$ cat config.mk
export PLATFORM = sky130hd
export DESIGN_NAME = image_psnr_engine_top
export DESIGN_NICKNAME = d
export VERILOG_FILES = /design/src/rtl/core/psnr_pkg.sv /design/src/rtl/core/image_psnr_engine_top.sv
export SDC_FILE = /design/constraint.sdc
export NUM_CORES = 2
export LEC_CHECK = 0
export BUFFER_PORTS_ARGS = -buffer_cell sky130_fd_sc_hd__buf_2
export CORE_ASPECT_RATIO = 1.4
export CORE_UTILIZATION = 35
export CTS_CLUSTER_DIAMETER = 200
export CTS_CLUSTER_SIZE = 40
export DETAILED_ROUTE_END_ITERATION = 7
export PLACE_DENSITY = 0.54
export SLEW_MARGIN = 20
export SYNTH_ARGS = -nofsm -noshare
export SYNTH_HDL_FRONTEND = slang
export SYNTH_SLANG_ARGS = --single-unit
$ cat constraint.sdc
create_clock -name clk -period 16.6 [get_ports clk]
set_input_delay 2.49 -clock clk [delete_from_list [all_inputs] [get_ports clk]]
set_output_delay 2.49 -clock clk [all_outputs]
set_load 0.05 [all_outputs]
$ cat src/rtl/core/psnr_pkg.sv
// ----------------------------------------------------------------------------
// PSNR engine package
// Shared types and constants of the PSNR engine.
// ----------------------------------------------------------------------------
package psnr_pkg;

    localparam int COUNT_BITS_DEFAULT = 32;
    localparam int LOG_FRAC = 28;
    localparam logic [25:0] DB_PER_LOG2_Q24 = 26'd50504453;
    localparam logic [47:0] PEAK_RESET = 48'd16711680;

    typedef enum logic [2:0] {
        ELEM_U8  = 3'd0,
        ELEM_S8  = 3'd1,
        ELEM_U16 = 3'd2,
        ELEM_S16 = 3'd3,
        ELEM_U32 = 3'd4,
        ELEM_S32 = 3'd5
    } elem_t;

    localparam logic CFG_ELEM_TYPE = 1'b0;
    localparam logic CFG_PEAK      = 1'b1;

    typedef enum logic [3:0] {
        ST_IDLE,
        ST_MUL,
        ST_ACC,
        ST_LOG_LOAD,
        ST_LOG_NORM,
        ST_LOG_SQ,
        ST_LOG_DONE,
        ST_SCALE,
        ST_ROUND,
        ST_OUT
    } state_t;

endpackage

$ cat src/rtl/core/image_psnr_engine_top.sv
// ----------------------------------------------------------------------------
// PSNR engine top level
// Accumulates squared sample differences and computes PSNR per image.
// ----------------------------------------------------------------------------
//  channel | direction | handshake             | payload
//  s_axis  | in        | s_axis_tvalid/tready  | tdata {b,a}, tlast last_sample
//  m_axis  | out       | m_axis_tvalid/tready  | tdata {sat,sum,psnr}
//  cfg     | in        | cfg_valid/cfg_ready   | cfg_index, cfg_data
//
// An ordinary pair passes through accept, one shared 33x33 multiply, and
// the saturating accumulate. The pair marked last then runs up to three
// logarithms on the same multiplier. Each is a load, a leading-one search
// by one-bit shifts, 28 squaring steps and a combine step. Scale, round
// and hand-off follow.
// Reset clears the sum, count, flag and registers to their defaults.
// A finished result moves into an output register, so the next image can
// start while it waits on m_axis_tready. A second result waits in ST_OUT,
// with no new item accepted, until that register is free.
// ----------------------------------------------------------------------------
module image_psnr_engine_top
    import psnr_pkg::*;
#(
    parameter int COUNT_BITS = COUNT_BITS_DEFAULT
) (
    input  logic         clk,
    input  logic         rst_n,
    input  logic         s_axis_tvalid,
    output logic         s_axis_tready,
    // sample_a [31:0], sample_b [63:32]
    input  logic [63:0]  s_axis_tdata,
    input  logic         s_axis_tlast,
    output logic         m_axis_tvalid,
    input  logic         m_axis_tready,
    // psnr_db [31:0], sum_squared [95:32], sum_saturated [96], zeros above
    output logic [103:0] m_axis_tdata,
    input  logic         cfg_valid,
    output logic         cfg_ready,
    input  logic [1:0]   cfg_index,
    input  logic [47:0]  cfg_data
);

    state_t state_reg, state_next;

    logic [2:0]            elem_reg;
    logic [47:0]           peak_reg;
    logic [63:0]           sum_reg;
    logic [COUNT_BITS-1:0] count_reg;
    logic                  ovf_reg;
    logic                  last_reg;
    logic [32:0]           diff_reg;
    logic [65:0]           prod_reg;

    // Output register that holds a finished result until it is taken.
    logic                  out_valid_reg;
    logic [96:0]           out_data_reg;
    logic                  out_free;

    // log unit working registers
    logic [1:0]            lsel_reg;   // 0 peak, 1 count, 2 sum
    logic [63:0]           lx_reg;
    logic [5:0]            le_reg;
    logic [32:0]           lm_reg;
    logic [4:0]            lstep_reg;
    logic [33:0]           lr_reg;     // log2 in Q6.28
    logic signed [41:0]    v_reg;      // V in Q.28
    logic signed [67:0]    p_reg;
    logic [31:0]           psnr_reg;

    logic signed [33:0] a_dec, b_dec, diff_s;
    logic [32:0] mul_a, mul_b;
    logic [65:0] mul_p;
    logic [64:0] sum_ext;

    function automatic logic signed [33:0] decode(input logic [2:0] t, input logic [31:0] r);
        case (t)
            ELEM_S8:  decode = {{26{r[7]}}, r[7:0]};
            ELEM_U16: decode = {18'd0, r[15:0]};
            ELEM_S16: decode = {{18{r[15]}}, r[15:0]};
            ELEM_U32: decode = {2'd0, r};
            ELEM_S32: decode = {{2{r[31]}}, r};
            default:  decode = {26'd0, r[7:0]};
        endcase
    endfunction

    assign a_dec  = decode(elem_reg, s_axis_tdata[31:0]);
    assign b_dec  = decode(elem_reg, s_axis_tdata[63:32]);
    assign diff_s = (a_dec >= b_dec) ? a_dec - b_dec : b_dec - a_dec;

    // The one shared multiplier: difference square or log mantissa square.
    always_comb
    begin
        if (state_reg == ST_MUL) begin
            mul_a = diff_reg;
            mul_b = diff_reg;
        end else begin
            mul_a = lm_reg;
            mul_b = lm_reg;
        end
        mul_p = mul_a * mul_b;
    end

    assign sum_ext = {1'b0, sum_reg} + {1'b0, prod_reg[63:0]};

    // The output register can take a result when empty or being emptied.
    assign out_free = !out_valid_reg || m_axis_tready;

    logic signed [41:0] lr_ext;
    assign lr_ext = {8'd0, lr_reg};

    always_comb
    begin
        state_next = state_reg;
        unique case (state_reg)
            ST_IDLE:     if (s_axis_tvalid) state_next = ST_MUL;
            ST_MUL:      state_next = ST_ACC;
            ST_ACC:      state_next = last_reg ? ST_LOG_LOAD : ST_IDLE;
            ST_LOG_LOAD: state_next = ST_LOG_NORM;
            ST_LOG_NORM: if (lx_reg[63] || le_reg == 6'd0) state_next = ST_LOG_SQ;
            ST_LOG_SQ:   if (lstep_reg == 5'd0) state_next = ST_LOG_DONE;
            ST_LOG_DONE:
                if (lsel_reg == 2'd2 || (lsel_reg == 2'd1 && sum_reg == 64'd0))
                    state_next = ST_SCALE;
                else
                    state_next = ST_LOG_LOAD;
            ST_SCALE:    state_next = ST_ROUND;
            ST_ROUND:    state_next = ST_OUT;
            ST_OUT:      if (out_free) state_next = ST_IDLE;
            default:     state_next = ST_IDLE;
        endcase
    end

    always_comb
    begin
        s_axis_tready = (state_reg == ST_IDLE);
        cfg_ready     = (state_reg == ST_IDLE);
        m_axis_tvalid = out_valid_reg;
        m_axis_tdata  = {7'd0, out_data_reg};
    end

    always_ff @(posedge clk or negedge rst_n)
    begin
        if (!rst_n) begin
            state_reg     <= ST_IDLE;
            elem_reg      <= ELEM_U8;
            peak_reg      <= PEAK_RESET;
            sum_reg       <= '0;
            count_reg     <= '0;
            ovf_reg       <= 1'b0;
            out_valid_reg <= 1'b0;
            out_data_reg  <= '0;
        end else begin
            state_reg <= state_next;
            if (cfg_valid && cfg_ready && cfg_index[1] == 1'b0) begin
                if (cfg_index[0] == CFG_ELEM_TYPE)
                    elem_reg <= cfg_data[2:0];
                else
                    peak_reg <= cfg_data;
            end
            if (state_reg == ST_ACC) begin
                if (sum_ext[64]) begin
                    sum_reg <= '1;
                    ovf_reg <= 1'b1;
                end else begin
                    sum_reg <= sum_ext[63:0];
                end
                if (count_reg != {COUNT_BITS{1'b1}})
                    count_reg <= count_reg + 1'b1;
            end
            if (state_reg == ST_OUT && out_free) begin
                out_valid_reg <= 1'b1;
                out_data_reg  <= {ovf_reg, sum_reg, psnr_reg};
                sum_reg       <= '0;
                count_reg     <= '0;
                ovf_reg       <= 1'b0;
            end else if (out_valid_reg && m_axis_tready) begin
                out_valid_reg <= 1'b0;
            end
        end
    end

    // Datapath registers; the log unit shares the multiplier above.
    always_ff @(posedge clk)
    begin
        unique case (state_reg)
            ST_IDLE:
                if (s_axis_tvalid) begin
                    diff_reg <= diff_s[32:0];
                    last_reg <= s_axis_tlast;
                    lsel_reg <= 2'd0;
                end
            ST_MUL: prod_reg <= mul_p;
            ST_LOG_LOAD:
            begin
                unique case (lsel_reg)
                    2'd0:    lx_reg <= {16'd0, peak_reg};
                    2'd1:    lx_reg <= {{(64-COUNT_BITS){1'b0}}, count_reg};
                    default: lx_reg <= sum_reg;
                endcase
                le_reg    <= 6'd63;
                lstep_reg <= 5'(LOG_FRAC - 1);
                lr_reg    <= '0;
            end
            ST_LOG_NORM:
                if (lx_reg[63] || le_reg == 6'd0) begin
                    lm_reg <= {1'b0, lx_reg[63:32]};
                    lr_reg <= {le_reg, 28'd0};
                end else begin
                    lx_reg <= {lx_reg[62:0], 1'b0};
                    le_reg <= le_reg - 6'd1;
                end
            ST_LOG_SQ:
            begin
                if (mul_p[63]) begin
                    lm_reg <= mul_p[64:32];
                    lr_reg <= lr_reg | (34'd1 << lstep_reg);
                end else begin
                    lm_reg <= mul_p[63:31];
                end
                lstep_reg <= lstep_reg - 5'd1;
            end
            ST_LOG_DONE:
            begin
                unique case (lsel_reg)
                    2'd0: v_reg <= (lr_ext <<< 1) - (42'sd32 <<< LOG_FRAC)
                                   + ((sum_reg == 64'd0) ? (42'sd104 <<< LOG_FRAC) : 42'sd0);
                    2'd1: v_reg <= v_reg + ((sum_reg == 64'd0) ? 42'sd0 : lr_ext);
                    default: v_reg <= v_reg - lr_ext;
                endcase
                lsel_reg <= lsel_reg + 2'd1;
            end
            ST_SCALE: p_reg <= v_reg * $signed({1'b0, DB_PER_LOG2_Q24});
            ST_ROUND:
            begin
                logic [67:0] mag;
                logic [67:0] rnd;
                mag = p_reg[67] ? 68'(-p_reg) : 68'(p_reg);
                rnd = (mag + (68'd1 << 35)) >> 36;
                if (peak_reg == 48'd0)
                    psnr_reg <= 32'h8000_0000;
                else if (p_reg[67])
                    psnr_reg <= (rnd > 68'h8000_0000) ? 32'h8000_0000 : 32'(-rnd);
                else
                    psnr_reg <= (rnd > 68'h7FFF_FFFF) ? 32'h7FFF_FFFF : rnd[31:0];
            end
            default: ;
        endcase
    end

    // The log mantissa stays normalized below 2.0 during the squaring steps.
    assert property (@(posedge clk) disable iff (!rst_n)
        state_reg == ST_LOG_SQ |-> lm_reg[32] == 1'b0)
        else $error("log mantissa out of range");

    // A result is presented only after it leaves the output state.
    assert property (@(posedge clk) disable iff (!rst_n)
        $rose(m_axis_tvalid) |-> $past(state_reg) == ST_OUT)
        else $error("result without output state");

    // The sum is clear after a result moves to the output register.
    assert property (@(posedge clk) disable iff (!rst_n)
        state_reg == ST_OUT && out_free |=> sum_reg == 64'd0 && !ovf_reg)
        else $error("sum not cleared");

    // A stalled result holds its value.
    assert property (@(posedge clk) disable iff (!rst_n)
        m_axis_tvalid && !m_axis_tready |=> m_axis_tvalid && $stable(m_axis_tdata))
        else $error("stalled result changed");

endmodule

==> metrics.md <==
| Metric | Value |
|---|---|
| Outcome | finished, final reports clean |
| TritonCTS buffer count | 20 |
| Vias/cell | roughly 5.2 |
| Fin crit share | 0.767 |
| DP HPWL | 212 mm |
| Post-synth EDFFs | between 300 and 400 |
| # clock sinks | 633 |
| Slew @ Worst Pin | 1.10 ns |
| Distinct cell type count after synthesis | 102 |
| Row count | 211 |
| Synthesized flop and latch total | ~630 |
| Worst Skew | between 0.05 and 0.06 ns |
| Chip Width | 415 µm |
| WL per Instance | 21.5 µm |
| Worst Hold End | out_data_reg[3]$_DFFE_PN0P_ |
| Top Family by Delay on Critical Path | adder cells |
| Syn Inst Count | 9,007 |
| Reg2reg end | lr_reg[33]$_DFFE_PP_ |
| Core footprint | 0.237 mm² |
| Die height | 580 µm |
| Slowest-stage cell, CP | clkinv_1 |
| Most frequent cells after synthesis | 1,852 x inv_1, 1,145 x fa_1, 966 x nand2_1 |
| Worst Hold Class | reg -> reg |
| Startpoint types | flop |
| Type of the worst setup path | reg -> reg |
| Area grow syn2layout | 6.23% |
| Final Max Slew Viols | 0 |
| Remaining DRCs | 0 |
| Post-cts sizing count | 0 |
| Post-layout minimum cycle time | 12.73 ns |
| Detailed Route Iter0 Violations | roughly 4,300 |
| H-tree levels | 1 |
| Top post-synthesis cells by area | fa_1 27%, edfxtp_1 14%, ha_1 13% |
| Worst reg2reg path depth | 35 |
| Vias in the first global route | 66,100 |
| Crit end category | flop |
| Min-Delay Path Depth | 2 |
| First-pass detailed-route iteration total | 6 |
| Hold buffer count at cts | 0 |
| Max FO, Critical Path | 40 |
| Starting Density | 0.353 |
| Hold_sp | psnr_reg[3]$_SDFFCE_PN0P_ |
| Main synth FF type | edfxtp_1 |
| Slew headroom | 0.264 |
| Crit path depth | 35 |
| Share of layout cells above drive strength 1 | 0.0579 |
| Root Buffer | clkbuf_16 |
| Largest register FFs | 97 |
| Gr usage total | 0.215 |
| Initial antenna violation count | 2 |
| Vias | 62,500 |
| Largest net degree at the start of global routing | roughly 180 |
| Nets | approximately 11,000 |
| Post-synthesis sequential area ratio | 0.212 |
| Post-Syn Area | 0.0836 mm² |
| Post-route ant nets | 0 |
| Syn Area/Cell | 9.28 µm² |
| MaxCap Viol Count | 0 |
| Bufs and invs on worst path | 8 |
| Crit-path max cell delay | 1.00 ns |
| Die ar. | 0.241 mm² |
| CTS tree | done |
| Grt total ovfl | 0 |
| Gp weighted congestion | between 0.9 and 1 |
| Crit path arrival time | ~13 ns |
| Critical Path Most Common Cell | fa_1 |
| First-pass GRT wire length | 399 mm |
| R2r setup slk | about 3.9 ns |
| Cell taking the most area after synthesis | fa_1 |
| Final hold violation count | 0 |
| Post-CTS Setup Bufs | 0 |
| Buffers on Ports | between 200 and 250 |
| I/O pin cnt | 227 |
| Skew-Pair Late Insertion Delay | a little under 0.7 ns |
| Share of the synthesized area in the top cell type | 0.274 |
| CP Data Required Time | approximately 17 ns |
| Reg2reg start | state_reg[1]$_DFFE_PN0P_ |
| Yosys Warn Count | 0 |
| Routed Wire Length | between 200 and 300 mm |
| Reg clk slew, reported paths | about 0.15 ns |
| Achievable Freq | roughly 0.079 GHz |
| Async set-reset flop share out of synthesis | 0.395 |
| Final setup fails | 0 |
| Clk buf depth | 3 |
| RSZ-0062 raised after global routing | no |
| Most numerous cell in the Yosys netlist | inv_1 |
| Setup TNS | 0 ns |
placed cells by master, fill, tap and decap left out, types with 12 or more instances in the layout:
cell / netlist / final
a31o_2: 16 / 16
and2_1: 34 / 33
nor2b_1: 44 / 42
o21a_1: 30 / 30
a22oi_1: 34 / 34
clkbuf_16: 0 / 20
fa_1: 1145 / 1145
o21bai_1: 43 / 43
nand4_1: 64 / 64
nand2_1: 966 / 966
xnor2_1: 239 / 239
clkinv_1: 13 / 14
inv_1: 1852 / 1851
o31ai_1: 29 / 28
o41ai_1: 12 / 12
a31oi_1: 129 / 128
mux2i_2: 0 / 15
nor2_1: 620 / 617
a211oi_1: 31 / 31
mux2_2: 80 / 80
nor3_1: 85 / 81
a21oi_1: 440 / 439
a221oi_1: 30 / 30
o211ai_1: 18 / 18
ha_1: 855 / 853
nand3_1: 113 / 113
buf_2: 7 / 218
dfrtp_1: 242 / 242
and3_1: 38 / 38
nor4_1: 56 / 54
o21ai_0: 268 / 268
xor2_1: 156 / 155
or2_2: 15 / 15
mux2i_1: 73 / 58
buf_4: 9 / 82
a21o_1: 190 / 190
o22ai_1: 34 / 34
edfxtp_1: 383 / 383
nand2b_1: 58 / 56
or3_1: 37 / 36
routing by layer:
layer / share of wire / track usage / vias up
met3: 0.044 / 0.0162 / 393
li1: - / - / 29000
met5: 0 / 0 / -
met1: 0.42 / 0.272 / 31400
met2: 0.49 / 0.376 / 1697
met4: 0.048 / 0.0878 / 0
per-stage QoR:
stage	area (µm²)	instances	hold WS (ns)	util	setup slack (ns)
after floorplan	83600	9013	0.415	-	2.93
after global placement	88200	12100	0.421	0.372	4.13
after detailed placement	88200	12100	0.426	0.372	3.92
after CTS	88800	12100	0.460	0.375	3.88
after global routing	88800	12100	0.471	0.375	3.30
final	88800	12100	0.451	0.375	3.87
cell type report:
class,count,area [µm²]
Clock inverter,5,80.1
Antenna cell,3,7.51
Fill cell,23900,148000
Multi-Input combinational cell,6182,57800
Inverter,1867,7010
Tap cell,3088,3860
Sequential cell,633,17800
Timing Repair Buffer,303,1770
Clock buffer,31,542
worst max path at each step:
stage                        startpoint                    to  slack [ns]
4_1_cts        state_reg[1]$_DFFE_PN0P_  lr_reg[23]$_DFFE_PP_        3.88
3_5_place_dp   state_reg[1]$_DFFE_PN0P_  lr_reg[23]$_DFFE_PP_        3.92
5_1_grt        state_reg[1]$_DFFE_PN0P_  lr_reg[22]$_DFFE_PP_        3.30
3_3_place_gp   state_reg[1]$_DFFE_PN0P_  lr_reg[23]$_DFFE_PP_        4.13
2_1_floorplan  state_reg[1]$_DFFE_PN0P_   lr_reg[0]$_DFFE_PP_        2.93
6_report       state_reg[1]$_DFFE_PN0P_  lr_reg[33]$_DFFE_PP_        3.87
tightest hold or removal path: stages, from the launching register on:
cell,delay [ns]
edfxtp_1,0.35
nand2_1,0.05
nand2_1,0.04
kinds of logic (layout without fill, tap and decap cells):
group	after synthesis	count (layout)	synth area share
other	1	10	0.0000448
adder cells (fa/ha/maj)	2001	2001	0.402
flip-flops	633	633	0.212
AND/OR/NAND/NOR	2192	2192	0.116
buffers and inverters	2198	2206	0.0994
XOR/XNOR	396	396	0.0416
AO/OA/AOI/OAI	1432	1432	0.109
multiplexers	154	154	0.0196
Power is not shown: default switching activity piles up to over one toggle a cycle in this logic, so the estimate is an artifact.
